## config.mk

```make
export PLATFORM = sky130hd
export DESIGN_NAME = encoder_slot_width_period_meter_unit
export DESIGN_NICKNAME = d
export VERILOG_FILES = /design/src/eswpm_pkg.sv /design/src/eswpm_event.sv /design/src/eswpm_div.sv /design/src/encoder_slot_width_period_meter_unit.sv
export VERILOG_INCLUDE_DIRS = /design/src /design/src/src
export SDC_FILE = /design/constraint.sdc
export NUM_CORES = 1
export LEC_CHECK = 0
export BUFFER_PORTS_ARGS = -buffer_cell sky130_fd_sc_hd__clkbuf_2
export CORE_ASPECT_RATIO = 1.5
export CORE_MARGIN = 10
export CORE_UTILIZATION = 65
export CTS_BUF_LIST = sky130_fd_sc_hd__clkbuf_4 sky130_fd_sc_hd__clkbuf_8
export DETAILED_ROUTE_END_ITERATION = 7
export PLACE_DENSITY = 0.85
export SYNTH_ARGS = -nofsm -noshare
export SYNTH_HDL_FRONTEND = slang
export SYNTH_HIERARCHICAL = 1
export SYNTH_SLANG_ARGS = --single-unit
```

## constraint.sdc

```tcl
create_clock -name clk -period 14.1 [get_ports clk]
set_input_delay 2.115 -clock clk [delete_from_list [all_inputs] [get_ports clk]]
set_output_delay 2.115 -clock clk [all_outputs]
set_load 0.05 [all_outputs]
```

## src/assert_macros.svh

```systemverilog
// Assertion macros shared by the encoder meter modules.
`ifndef ASSERT_MACROS_SVH
`define ASSERT_MACROS_SVH

// The condition must hold in the same cycle as the trigger.
`define ASSERT_SAME(lbl, ante, cons) \
	lbl: assert property (@(posedge clk) disable iff (!arst_n) (ante) |-> (cons)) \
		else $error("assertion failed");

// The condition must hold in the cycle after the trigger.
`define ASSERT_NEXT(lbl, ante, cons) \
	lbl: assert property (@(posedge clk) disable iff (!arst_n) (ante) |=> (cons)) \
		else $error("assertion failed");

`endif

```

## src/eswpm_pkg.sv

```systemverilog
// Types and constants of the encoder slot width and period meter.
`timescale 1ns / 1ps
package eswpm_pkg;

	localparam int unsigned CFG_IDX_W = 2;
	localparam int unsigned CFG_DATA_W = 16;

	localparam logic [CFG_IDX_W-1:0] CFG_PIN_SEL     = 2'd0;
	localparam logic [CFG_IDX_W-1:0] CFG_SLOT_GOAL   = 2'd1;
	localparam logic [CFG_IDX_W-1:0] CFG_WHEEL_SLOTS = 2'd2;
	localparam logic [CFG_IDX_W-1:0] CFG_SETTLE_US   = 2'd3;

	localparam logic [4:0]  RST_PIN_SEL     = 5'd2;
	localparam logic [15:0] RST_SLOT_GOAL   = 16'd20;
	localparam logic [7:0]  RST_WHEEL_SLOTS = 8'd20;
	localparam logic [15:0] RST_SETTLE_US   = 16'd1000;

	localparam int unsigned RPM_W = 26;
	localparam logic [RPM_W-1:0] RPM_NUMERATOR = 26'd60000000;
	localparam int unsigned DIVISOR_W = 40;
	localparam int unsigned DIV_STEPS = RPM_W;
	localparam int unsigned DIV_CNT_W = $clog2(DIV_STEPS);

	localparam logic [1:0] FLAG_FALL = 2'b01;
	localparam logic [1:0] FLAG_RISE = 2'b10;

	typedef struct packed {
		logic [4:0]  pin_number;
		logic [1:0]  edge_flags;
		logic [63:0] time_now;
	} event_t;

	typedef struct packed {
		logic [15:0]      slot_count;
		logic [31:0]      width_us;
		logic [31:0]      period_us;
		logic [63:0]      last_edge_time;
		logic             done_res;
		logic [RPM_W-1:0] speed_rpm;
	} result_t;

	typedef struct packed {
		logic [4:0]  pin_sel;
		logic [15:0] slot_goal;
		logic [7:0]  wheel_slots;
		logic [15:0] settle_us;
	} cfg_t;

	typedef struct packed {
		logic [15:0] slot_count;
		logic [31:0] width_us;
		logic [31:0] period_us;
		logic [63:0] last_edge_time;
		logic        done;
	} meas_t;

endpackage

```

## src/eswpm_event.sv

```systemverilog
// Edge event filter and slot tracking state.
`timescale 1ns / 1ps
`include "assert_macros.svh"
module eswpm_event (
	input  logic             clk,
	input  logic             arst_n,
	input  logic             fire,
	input  eswpm_pkg::event_t item,
	input  eswpm_pkg::cfg_t  cfg,
	output eswpm_pkg::meas_t meas
);

	logic [15:0] count_q;
	logic [31:0] last_accept_q;
	logic [63:0] last_edge_q;
	logic [31:0] slot_open_q;
	logic [31:0] prior_start_q;
	logic        inside_slot_q;
	logic        prior_valid_q;
	logic [31:0] width_q;
	logic [31:0] period_q;

	logic [31:0] now;
	logic [31:0] since_accept;
	logic        take;
	logic        fall;
	logic        rise;
	logic [31:0] interval;

	assign now          = item.time_now[31:0];
	assign since_accept = now - last_accept_q;
	assign fall         = (item.edge_flags & eswpm_pkg::FLAG_FALL) != 2'b00;
	assign rise         = (item.edge_flags & eswpm_pkg::FLAG_RISE) != 2'b00;
	assign take         = (item.pin_number == cfg.pin_sel) &&
	                      (count_q < cfg.slot_goal) &&
	                      (since_accept > {16'd0, cfg.settle_us});
	// A falling edge measures the period, a rising edge the slot width.
	assign interval     = now - (fall ? prior_start_q : slot_open_q);

	always_ff @(posedge clk or negedge arst_n) begin
		if (!arst_n) begin
			count_q       <= '0;
			last_accept_q <= '0;
			last_edge_q   <= '0;
			slot_open_q   <= '0;
			prior_start_q <= '0;
			inside_slot_q <= 1'b0;
			prior_valid_q <= 1'b0;
			width_q       <= '0;
			period_q      <= '0;
		end else if (fire && take) begin
			if (fall && rise) begin
				inside_slot_q <= 1'b0;
				prior_valid_q <= 1'b0;
			end else begin
				last_accept_q <= now;
				last_edge_q   <= item.time_now;
				if (fall) begin
					if (prior_valid_q) begin
						period_q <= interval;
					end
					prior_start_q <= now;
					prior_valid_q <= 1'b1;
					slot_open_q   <= now;
					inside_slot_q <= 1'b1;
				end else if (rise && inside_slot_q) begin
					width_q       <= interval;
					count_q       <= count_q + 16'd1;
					inside_slot_q <= 1'b0;
				end
			end
		end
	end

	assign meas.slot_count     = count_q;
	assign meas.width_us       = width_q;
	assign meas.period_us      = period_q;
	assign meas.last_edge_time = last_edge_q;
	assign meas.done           = count_q >= cfg.slot_goal;

	// Once the target is reached the count must freeze.
	`ASSERT_NEXT(a_count_frozen_at_target, fire && (count_q >= cfg.slot_goal), $stable(count_q))

endmodule

```

## src/eswpm_div.sv

```systemverilog
// Radix-2 restoring divider of the rpm constant by the period product.
`timescale 1ns / 1ps
`include "assert_macros.svh"
module eswpm_div (
	input  logic                                clk,
	input  logic                                arst_n,
	input  logic                                start,
	input  logic [eswpm_pkg::DIVISOR_W-1:0]     divisor,
	output logic                                done,
	output logic [eswpm_pkg::RPM_W-1:0]         quotient
);

	logic                                busy_q;
	logic                                done_q;
	logic                                zero_q;
	logic [eswpm_pkg::DIV_CNT_W-1:0]     cnt_q;
	logic [eswpm_pkg::DIVISOR_W-1:0]     dvs_q;
	logic [eswpm_pkg::RPM_W-1:0]         rem_q;
	logic [eswpm_pkg::RPM_W-1:0]         quo_q;

	logic [eswpm_pkg::RPM_W:0]           trial;
	logic [eswpm_pkg::DIVISOR_W-1:0]     trial_ext;
	logic [eswpm_pkg::DIVISOR_W-1:0]     diff;
	logic                                fits;

	// The next dividend bit comes from the top of the quotient register.
	assign trial     = {rem_q, quo_q[eswpm_pkg::RPM_W-1]};
	assign trial_ext = eswpm_pkg::DIVISOR_W'(trial);
	assign fits      = trial_ext >= dvs_q;
	assign diff      = trial_ext - dvs_q;

	always_ff @(posedge clk or negedge arst_n) begin
		if (!arst_n) begin
			busy_q <= 1'b0;
			done_q <= 1'b0;
			cnt_q  <= '0;
		end else if (start) begin
			busy_q <= 1'b1;
			done_q <= 1'b0;
			cnt_q  <= eswpm_pkg::DIV_CNT_W'(eswpm_pkg::DIV_STEPS - 1);
		end else if (busy_q) begin
			cnt_q <= cnt_q - 1'b1;
			if (cnt_q == '0) begin
				busy_q <= 1'b0;
				done_q <= 1'b1;
			end
		end else begin
			done_q <= 1'b0;
		end
	end

	always_ff @(posedge clk) begin
		if (start) begin
			dvs_q  <= divisor;
			zero_q <= divisor == '0;
			rem_q  <= '0;
			quo_q  <= eswpm_pkg::RPM_NUMERATOR;
		end else if (busy_q) begin
			rem_q <= fits ? diff[eswpm_pkg::RPM_W-1:0] : trial[eswpm_pkg::RPM_W-1:0];
			quo_q <= {quo_q[eswpm_pkg::RPM_W-2:0], fits};
		end
	end

	assign done     = done_q;
	assign quotient = zero_q ? '0 : quo_q;

	`ASSERT_SAME(a_done_not_busy, done_q, !busy_q)

endmodule

```

## src/encoder_slot_width_period_meter_unit.sv

```systemverilog
// Top level of the encoder slot width and period meter.
`timescale 1ns / 1ps
`include "assert_macros.svh"
// Usage:
// Edge events arrive on event_data with event_valid/event_ready; each accepted
// beat yields exactly one result beat on result with result_valid/result_ready.
// The result describes the tracking state after the event and carries the
// speed derived from the latest period and the slots-per-revolution setting.
// After an event is accepted, the sequencer steps through updating the slot
// state, the period times slots multiply, loading the divider, the restoring
// divider (one quotient bit per cycle for its 26 quotient bits), collecting the
// quotient and registering the result, which raises result_valid.
// The next event is taken only once the sequencer is back in idle, so no new
// event is accepted while the previous one is still being processed.
// event_ready is high only while the sequencer is idle. A finished result sits
// in the output register, so the next event can be taken while it waits.
// If the receiver stalls, a second finished result waits in the sequencer
// until the output register frees up, and no further event is taken.
// Configuration writes on cfg_we/cfg_index/cfg_wdata take effect at once and
// must only be made while idle. Reset loads default settings and clears all
// tracking state; the block is ready in the first cycle after reset.
module encoder_slot_width_period_meter_unit (
	input  logic                                clk,
	input  logic                                arst_n,
	input  logic                                event_valid,
	output logic                                event_ready,
	input  eswpm_pkg::event_t                   event_data,
	output logic                                result_valid,
	input  logic                                result_ready,
	output eswpm_pkg::result_t                  result,
	input  logic                                cfg_we,
	input  logic [eswpm_pkg::CFG_IDX_W-1:0]     cfg_index,
	input  logic [eswpm_pkg::CFG_DATA_W-1:0]    cfg_wdata
);

	localparam logic [2:0] ST_IDLE  = 3'd0;
	localparam logic [2:0] ST_EVENT = 3'd1;
	localparam logic [2:0] ST_MUL   = 3'd2;
	localparam logic [2:0] ST_DGO   = 3'd3;
	localparam logic [2:0] ST_DWAIT = 3'd4;
	localparam logic [2:0] ST_OUT   = 3'd5;

	logic [2:0]                          state_q;
	eswpm_pkg::cfg_t                     cfg_q;
	eswpm_pkg::event_t                   item_q;
	logic [eswpm_pkg::DIVISOR_W-1:0]     divisor_q;
	logic [eswpm_pkg::RPM_W-1:0]         rpm_q;
	logic                                result_valid_q;
	eswpm_pkg::result_t                  result_q;

	eswpm_pkg::meas_t                    meas;
	logic                                div_done;
	logic [eswpm_pkg::RPM_W-1:0]         div_quotient;
	logic                                out_free;

	assign event_ready = state_q == ST_IDLE;
	assign out_free    = !result_valid_q || result_ready;

	always_ff @(posedge clk or negedge arst_n) begin
		if (!arst_n) begin
			cfg_q.pin_sel     <= eswpm_pkg::RST_PIN_SEL;
			cfg_q.slot_goal   <= eswpm_pkg::RST_SLOT_GOAL;
			cfg_q.wheel_slots <= eswpm_pkg::RST_WHEEL_SLOTS;
			cfg_q.settle_us   <= eswpm_pkg::RST_SETTLE_US;
		end else if (cfg_we) begin
			case (cfg_index)
				eswpm_pkg::CFG_PIN_SEL:     cfg_q.pin_sel     <= cfg_wdata[4:0];
				eswpm_pkg::CFG_SLOT_GOAL:   cfg_q.slot_goal   <= cfg_wdata;
				eswpm_pkg::CFG_WHEEL_SLOTS: cfg_q.wheel_slots <= cfg_wdata[7:0];
				eswpm_pkg::CFG_SETTLE_US:   cfg_q.settle_us   <= cfg_wdata;
				default: ;
			endcase
		end
	end

	always_ff @(posedge clk or negedge arst_n) begin
		if (!arst_n) begin
			state_q        <= ST_IDLE;
			result_valid_q <= 1'b0;
		end else begin
			if ((state_q == ST_OUT) && out_free) begin
				result_valid_q <= 1'b1;
			end else if (result_valid_q && result_ready) begin
				result_valid_q <= 1'b0;
			end
			case (state_q)
				ST_IDLE: begin
					if (event_valid) begin
						state_q <= ST_EVENT;
					end
				end
				ST_EVENT: state_q <= ST_MUL;
				ST_MUL:   state_q <= ST_DGO;
				ST_DGO:   state_q <= ST_DWAIT;
				ST_DWAIT: begin
					if (div_done) begin
						state_q <= ST_OUT;
					end
				end
				ST_OUT: begin
					if (out_free) begin
						state_q <= ST_IDLE;
					end
				end
				default: state_q <= ST_IDLE;
			endcase
		end
	end

	always_ff @(posedge clk) begin
		if (event_valid && event_ready) begin
			item_q <= event_data;
		end
		if (state_q == ST_MUL) begin
			divisor_q <= eswpm_pkg::DIVISOR_W'(meas.period_us) *
			             eswpm_pkg::DIVISOR_W'(cfg_q.wheel_slots);
		end
		if (state_q == ST_DWAIT && div_done) begin
			rpm_q <= div_quotient;
		end
		if (state_q == ST_OUT && out_free) begin
			result_q.slot_count     <= meas.slot_count;
			result_q.width_us       <= meas.width_us;
			result_q.period_us      <= meas.period_us;
			result_q.last_edge_time <= meas.last_edge_time;
			result_q.done_res       <= meas.done;
			result_q.speed_rpm      <= rpm_q;
		end
	end

	eswpm_event u_event (
		.clk    (clk),
		.arst_n (arst_n),
		.fire   (state_q == ST_EVENT),
		.item   (item_q),
		.cfg    (cfg_q),
		.meas   (meas)
	);

	eswpm_div u_div (
		.clk      (clk),
		.arst_n   (arst_n),
		.start    (state_q == ST_DGO),
		.divisor  (divisor_q),
		.done     (div_done),
		.quotient (div_quotient)
	);

	assign result_valid = result_valid_q;
	assign result       = result_q;

	`ASSERT_SAME(a_div_done_when_waiting, div_done, state_q == ST_DWAIT)
	`ASSERT_NEXT(a_result_loaded, (state_q == ST_OUT) && out_free, result_valid_q && (state_q == ST_IDLE))

endmodule

```

After elaboration in Yosys (flattened, before gate mapping)
Index checks and enable logic that the tools add are counted.
{"block": "totals", "register_bits": 667, "word_cells": 107, "output_inout_bits": 173}
{"block": "op_classes", "bitwise_logic": 2, "n_reduce_logical": 30, "mul": 1, "eq_ne": 13, "order_cmp": 4, "mux": 20, "n_addsub": 5}
{"operator": "$sub 32x32->32", "count": 2}
{"operator": "$ge 27x40->1", "count": 1}
{"operator": "$logic_not 40->1", "count": 1}
{"operator": "$mul 32x8->40", "count": 1}
{"operator": "$gt 32x16->1", "count": 1}
{"operator": "$mux 26", "count": 1}
{"operator": "$sub 26x26->26", "count": 1}
{"operator": "$pmux 3 s6", "count": 1}
{"operator": "$add 16x1->16 const B", "count": 1}
{"operator": "$ge 16x16->1", "count": 1}
{"operator": "$lt 16x16->1", "count": 1}
{"operator": "$reduce_and 2->1", "count": 7}
{"operator": "$mux 1", "count": 13}
{"operator": "$mux 5", "count": 2}
{"operator": "$logic_and 1x1->1", "count": 9}
{"operator": "$mux 3", "count": 3}
{"operator": "$reduce_and 4->1", "count": 2}
{"operator": "$eq 3x2->1 const B", "count": 2}
{"operator": "$eq 3x3->1 const B", "count": 2}
{"operator": "$reduce_and 3->1", "count": 2}
{"operator": "$reduce_bool 2->1", "count": 3}
{"operator": "$eq 5x5->1", "count": 1}
{"operator": "$logic_not 5->1", "count": 1}
{"operator": "$sub 5x1->5 const B", "count": 1}
{"operator": "12 further kinds", "count": 15}

Longest topological paths before layout
{"block": "depth", "word_depth": 5, "depth_mapped": 22, "mapped_depth_nobuf": 20}

Cells and area by module
The synthesis kept the hierarchy.
{"mod": "encoder_slot_width_period_meter_unit", "seq_area_each_um2": 10488.8, "cells_each": 1354, "n_inst": 1, "area_per_inst_um2": 19147.1}
{"mod": "eswpm_event", "seq_area_each_um2": 4454.3, "cells_each": 1076, "n_inst": 1, "area_per_inst_um2": 11328.4}
{"mod": "eswpm_div", "seq_area_each_um2": 2447.3, "cells_each": 586, "n_inst": 1, "area_per_inst_um2": 5646.7}

Least setup slack after synthesis
No wires, ideal clock.
{"block": "synth_path", "path_kind": "input to register", "startpoint": "in result_ready", "endpoint": "reg result_q (netlist bit result[0]) (enable)", "slack_ns": 3.979, "stages": 3, "arrival_time_ns": 9.417, "t_required_ns": 13.396, "setup_ns": 0.704, "path_cell_list": "nand2b_1 nand2_1 nor2_1"}
{"block": "synth_between", "elab_chain_len": 2}
{"element": "from (decl)", "line": "encoder_slot_width_period_meter_unit.sv:29", "source": "input logic result_ready,"}
{"element": "$logic_or 1x1->1", "line": "encoder_slot_width_period_meter_unit.sv:57", "source": "assign out_free = !result_valid_q || result_ready;"}
{"element": "$logic_and 1x1->1", "line": "encoder_slot_width_period_meter_unit.sv:121", "source": "if (state_q == ST_OUT && out_free) begin"}
{"element": "to (decl)", "line": "encoder_slot_width_period_meter_unit.sv:49", "source": "eswpm_pkg::result_t result_q;"}
No other way between the ends.
A chain may end at the register's enable or synchronous reset.

Worst setup path in the final report
{"block": "layout_path", "startpoint": "reg cfg_q[19] in the netlist's numbering", "endpoint": "reg divisor_q[36] in the netlist's numbering (data pin)"}
{"block": "layout_between", "elab_chain_len": 1}
{"element": "from (decl)", "line": "encoder_slot_width_period_meter_unit.sv:44", "source": "eswpm_pkg::cfg_t cfg_q;"}
{"element": "$mul 32x8->40", "line": "encoder_slot_width_period_meter_unit.sv:115", "source": "divisor_q <= eswpm_pkg::DIVISOR_W'(meas.period_us) *"}
{"element": "to (signal assigned)", "line": "encoder_slot_width_period_meter_unit.sv:115"}
{"element": "to (decl)", "line": "encoder_slot_width_period_meter_unit.sv:46", "source": "logic [eswpm_pkg::DIVISOR_W-1:0] divisor_q;"}
No other way between the ends.

==> flow_results.org <==
** Run status
- Status :: complete, but fails checks
- The final reports fail on DRC.

** Timing
- Dividing the final minimum period by the clock period gives 45.1%.
- The clock arrives with 0.0430 ns of skew.
- The number of pins with negative max-slew slack in the final report was 0.
- Adding up every negative setup slack in the final design gives 0 ns.
- RSZ-0062 raised after global routing :: no
- The smallest clock period supported by the final layout is computed as 6.35 ns.
- Number of hold violations in the final report :: 0
- Worst-case headroom to the max-slew limit :: 1.72%
- Once routing completed, OpenROAD measured the worst setup slack at 7.75 ns.
- At the pin with the least slew margin, the transition time is 1.47 ns.
- Maximum operating frequency :: 157 MHz
- Setup violations remaining at the end of the flow were counted as 0.

** Synth
- Register area share after synthesis :: 48.1%
- Counting flops with a built-in enable in the synthesized netlist gives 349.
- In this run the mean area of a mapped cell was 12.0 µm².
- Synthesis handed over a netlist of 3016 instances.
- Synth warnings :: 6
- Most frequently used flop master after synthesis :: sky130_fd_sc_hd__edfxtp_1
- Synth Register Bits :: 635
- Synthesized Nets :: 3477
- Share of synthesized flip-flops with an asynchronous set or reset :: 36.9%
- The synthesized design devotes to its leading area cell type 29.0% of total area.
- Largest cells by area after synthesis :: sky130_fd_sc_hd__edfxtp_1 (29%), sky130_fd_sc_hd__dfrtp_1 (15%), sky130_fd_sc_hd__fa_1 (10%)
- Cell type with the largest total area after synthesis :: sky130_fd_sc_hd__edfxtp_1
- After synthesis the cells add up to 0.0361 mm².
- The netlist uses 96 different library cells.

** Drt
- After detailed routing, the number of vias per cell comes to 6.00.
- Iteration count of the initial detailed-routing pass :: 8
- In this run, the number of DRC markers left after iteration 0 of detailed routing was 1503.
- The final route contains 24492 vias.
- Routed length per placed instance :: 22.4 µm
- Wires add up to 91400 µm.
- In this run the remaining antenna-violating nets after routing total 0.
- DRC :: 1

** Cells and area
- Final Instance Area :: 0.0401 mm²
- Fill cells in the final layout number 3685.
- The area growth from synthesis to layout is 11.0%.
- Summing all multi-input logic gate instances after layout gives 0.0170 mm².
- In the final design database the tool counted 3766 nets.
- Of the cells placed in the final design, the portion with a size suffix greater than 1 is 18.9%.
- Register area :: 0.0174 mm²

** Worst setup path
- Reg-to-reg critical path endpoint :: divisor_q[36]$_DFFE_PP_
- The worst register-to-register path begins at cfg_q[19]$_DFFE_PN0P_.
- At the worst endpoint, the required time is 14.55 ns.
- Startpoint type of the worst setup path :: flip-flop
- For flop-to-flop paths, the worst setup slack is 7.75 ns.
- Measured in cells, the most critical reg-to-reg path has a length of 17.
- Kind of end point of the critical path :: flip-flop
- For the worst setup path, the data arrival time is 6.80 ns.
- Along the worst path, the maximum fanout reaches 33.
- The critical path in this run is classified as reg2reg.

** Die
- 267 I/O pins were placed.
- Die Area :: 0.0656 mm²
- The die is 309 µm tall.
- Once the floorplan was initialized, standard cells occupied 65.8% of the core.
- The total area inside the core boundary comes to 0.0549 mm².
- Core Rows :: 105
- Horizontal die dimension :: 212 µm

** Power
- Fraction of power consumed by combinational cells :: 35.9%
- For this design the static power due to leakage is 18.6 nW.
- Switching power share of the total :: 38.5%
- Max IR drop VDD :: 134 µV
- P_int :: 4.06 mW
- Per report_power, the clock group accounts for 24.2% of the total.
- Power spent charging and discharging nets :: 2.54 mW
- PwrDens :: 165 mW/mm²
- Of the total power, registers draw 40.0%.

** Job
- Max-cap viol count :: 0

** Clock network
- Buffer type at the clock tree root :: sky130_fd_sc_hd__clkbuf_8
- After clock tree synthesis, the flow added hold-fix buffers numbering 0.
- Register clock-pin slew on the reported worst setup and hold paths :: 0.07 ns
- Post-CTS Resized :: 0
- Clock buffer depth :: 3
- Number of buffers inserted during clock tree synthesis :: 92
- Post-CTS Repair Setup Buffers :: 0
- The tree built by TritonCTS fans out to 635 sinks.
- Clock latency on the worst-skew pair :: 0.73 ns
- TritonCTS clock tree :: yes
- H-tree levels :: 3

** Place
- Summed over all nets, the half-perimeter wirelength after detailed placement is 67700 µm.
- The congestion estimate from routability-driven global placement came to 0.920.
- Timing analysis after detailed placement gives a worst setup slack of 7.91 ns.
- During placement, the flow inserted port buffers numbering 266.
- After detailed placement, the total cell area comes to 0.0381 mm².

** GRT
- The number of global-route vias before repair came to 26596.
- Global routing finished with a remaining overflow of 0.
- Overall fraction of global-route tracks in use :: 28.3%
- The first global-routing pass estimated 144000 µm of wire.
- The number of antenna violations at the first check in global routing came to 1.
- Largest net degree at the start of global routing :: 172

** Min path
- Along the worst hold path, the cell count comes to 0.
- Worst hold path class :: reg2reg
- For hold timing, the worst endpoint is result[20]$_DFFE_PP_.
- In this run the most critical hold path is launched from rpm_q[20]$_DFFE_PP_.
## registers in the layout (all words and copies together) (netlist names), 26 cells and up
| name | count |
|---|---|
| cfg_q | 45 |
| divisor_q | 40 |
| item_q | 71 |
| result | 171 |
| rpm_q | 26 |
| u_div/dvs_q | 40 |
| u_div/quo_q | 26 |
| u_div/rem_q | 26 |
| u_event/last_accept_q | 31 |
| u_event/last_edge_q | 33 |
| u_event/period_q | 32 |
| u_event/prior_start_q | 32 |
| u_event/width_q | 32 |
## kinds of logic (layout without fill, tap and decap cells)
logic type	after synthesis	in the layout	synth area share [%]
buf+inv	438	807	4.85
other cells	0	1	0
compound gates	455	455	8.79
mux	236	236	7.51
xor+xnor	124	124	3.01
fa+ha+maj	367	367	16.5
flops	635	635	48.1
simple gates	761	761	11.2
## synth_stat cells (all sizes together), types with 18 or more instances
cell / n
mux2i: 37
fa: 183
edfxtp: 349
o31ai: 19
o21a: 18
ha: 184
xor2: 51
a21o: 64
dfrtp: 223
o21ai: 82
nand3: 30
mux2: 199
nor2b: 39
nand4: 23
xnor2: 73
and2: 210
inv: 350
dfxtp: 52
nor3: 32
nand2: 178
nor2: 123
nand2b: 20
nor4: 30
a21oi: 135
clkbuf: 57
buf: 31
and3: 22
## metrics by stage
step	std cells	util (%)	hold WS [ns]	total power [mW]
after floorplan	3016	-	0.400	4.29
after global placement	3906	69.3	0.405	4.89
after detailed placement	3906	69.3	0.405	4.99
after CTS	4080	73.0	0.414	6.60
after global routing	4081	73.0	0.421	6.93
final	4081	73.0	0.415	6.60
## final cells by class
cell class                 count  area share (%)
antenna                        1         0.00624
clock buffer                 124            3.93
clock inverter                50            1.10
inverter                     350            3.28
multi-input combinational   1943            42.4
sequential                   635            43.4
tap                          695            2.17
timing repair buffer         283            3.70
## layout by cell type, fill, tap and decap left out, types with 17 or more instances in the layout
master	count
sky130_fd_sc_hd__mux2_4	27
sky130_fd_sc_hd__fa_1	183
sky130_fd_sc_hd__o31ai_1	17
sky130_fd_sc_hd__clkbuf_4	21
sky130_fd_sc_hd__nand2_1	177
sky130_fd_sc_hd__nor2b_1	39
sky130_fd_sc_hd__dfrtp_1	222
sky130_fd_sc_hd__nor2_1	120
sky130_fd_sc_hd__nand3_1	30
sky130_fd_sc_hd__clkbuf_2	265
sky130_fd_sc_hd__ha_1	184
sky130_fd_sc_hd__clkinv_1	18
sky130_fd_sc_hd__xor2_1	51
sky130_fd_sc_hd__nor4_1	28
sky130_fd_sc_hd__clkbuf_8	103
sky130_fd_sc_hd__o21a_1	18
sky130_fd_sc_hd__mux2_1	69
sky130_fd_sc_hd__nand2b_1	20
sky130_fd_sc_hd__nand4_1	23
sky130_fd_sc_hd__mux2i_1	37
sky130_fd_sc_hd__edfxtp_1	349
sky130_fd_sc_hd__o21ai_0	71
sky130_fd_sc_hd__dfxtp_1	52
sky130_fd_sc_hd__a21o_1	64
sky130_fd_sc_hd__and2_1	209
sky130_fd_sc_hd__xnor2_1	73
sky130_fd_sc_hd__nor3_1	32
sky130_fd_sc_hd__a21oi_1	129
sky130_fd_sc_hd__inv_1	350
sky130_fd_sc_hd__mux2_2	103
sky130_fd_sc_hd__and3_1	22
## worst max-delay path, cell delays in order (launching register included)
cell and delay (ns):
sky130_fd_sc_hd__dfrtp_1 1.03, sky130_fd_sc_hd__and2_1 0.27, sky130_fd_sc_hd__fa_1 0.45, sky130_fd_sc_hd__fa_1 0.48
sky130_fd_sc_hd__fa_1 0.56, sky130_fd_sc_hd__inv_1 0.07, sky130_fd_sc_hd__fa_1 0.55, sky130_fd_sc_hd__inv_1 0.05
sky130_fd_sc_hd__ha_1 0.37, sky130_fd_sc_hd__a21o_1 0.21, sky130_fd_sc_hd__a21o_1 0.21, sky130_fd_sc_hd__a21o_1 0.22
sky130_fd_sc_hd__a2111oi_4 0.47, sky130_fd_sc_hd__o31ai_2 0.19, sky130_fd_sc_hd__a2111oi_4 0.41, sky130_fd_sc_hd__nor2_1 0.16
sky130_fd_sc_hd__a211oi_2 0.25, sky130_fd_sc_hd__xnor2_1 0.09
## routing by layer
layer	track usage (%)	up-vias	wire, µm
met4	16.0	0	5340
met3	5.44	296	5440
li1	-	11043	-
met2	50.5	1003	48200
met5	0	-	0
met1	30.7	12150	32400
## worst max-delay path by stage
| stage | from | endpoint | cells past startpoint |
|---|---|---|---|
| 6_report | cfg_q[19]$_DFFE_PN0P_ | divisor_q[36]$_DFFE_PP_ | 17 |
| 5_1_grt | item_q[0]$_DFFE_PP_ | u_event/period_q[2]$_DFFE_PN0P_ | 21 |
| 4_1_cts | cfg_q[19]$_DFFE_PN0P_ | divisor_q[36]$_DFFE_PP_ | 17 |
| 3_5_place_dp | cfg_q[19]$_DFFE_PN0P_ | divisor_q[36]$_DFFE_PP_ | 17 |
| 2_1_floorplan | result_ready | result[0]$_DFFE_PP_ | 3 |
| 3_3_place_gp | item_q[0]$_DFFE_PP_ | u_event/period_q[2]$_DFFE_PN0P_ | 20 |
## power by group through the flow
stage / logic (mW) / clock network (mW) / registers (mW)
2_1_floorplan: 1.55 / 0 / 2.74
5_1_grt: 2.56 / 1.69 / 2.67
4_1_cts: 2.35 / 1.62 / 2.63
3_3_place_gp: 2.25 / 0 / 2.64
3_5_place_dp: 2.33 / 0 / 2.66
6_report: 2.37 / 1.59 / 2.64
Note: power is estimated with default switching activity, not from simulation.
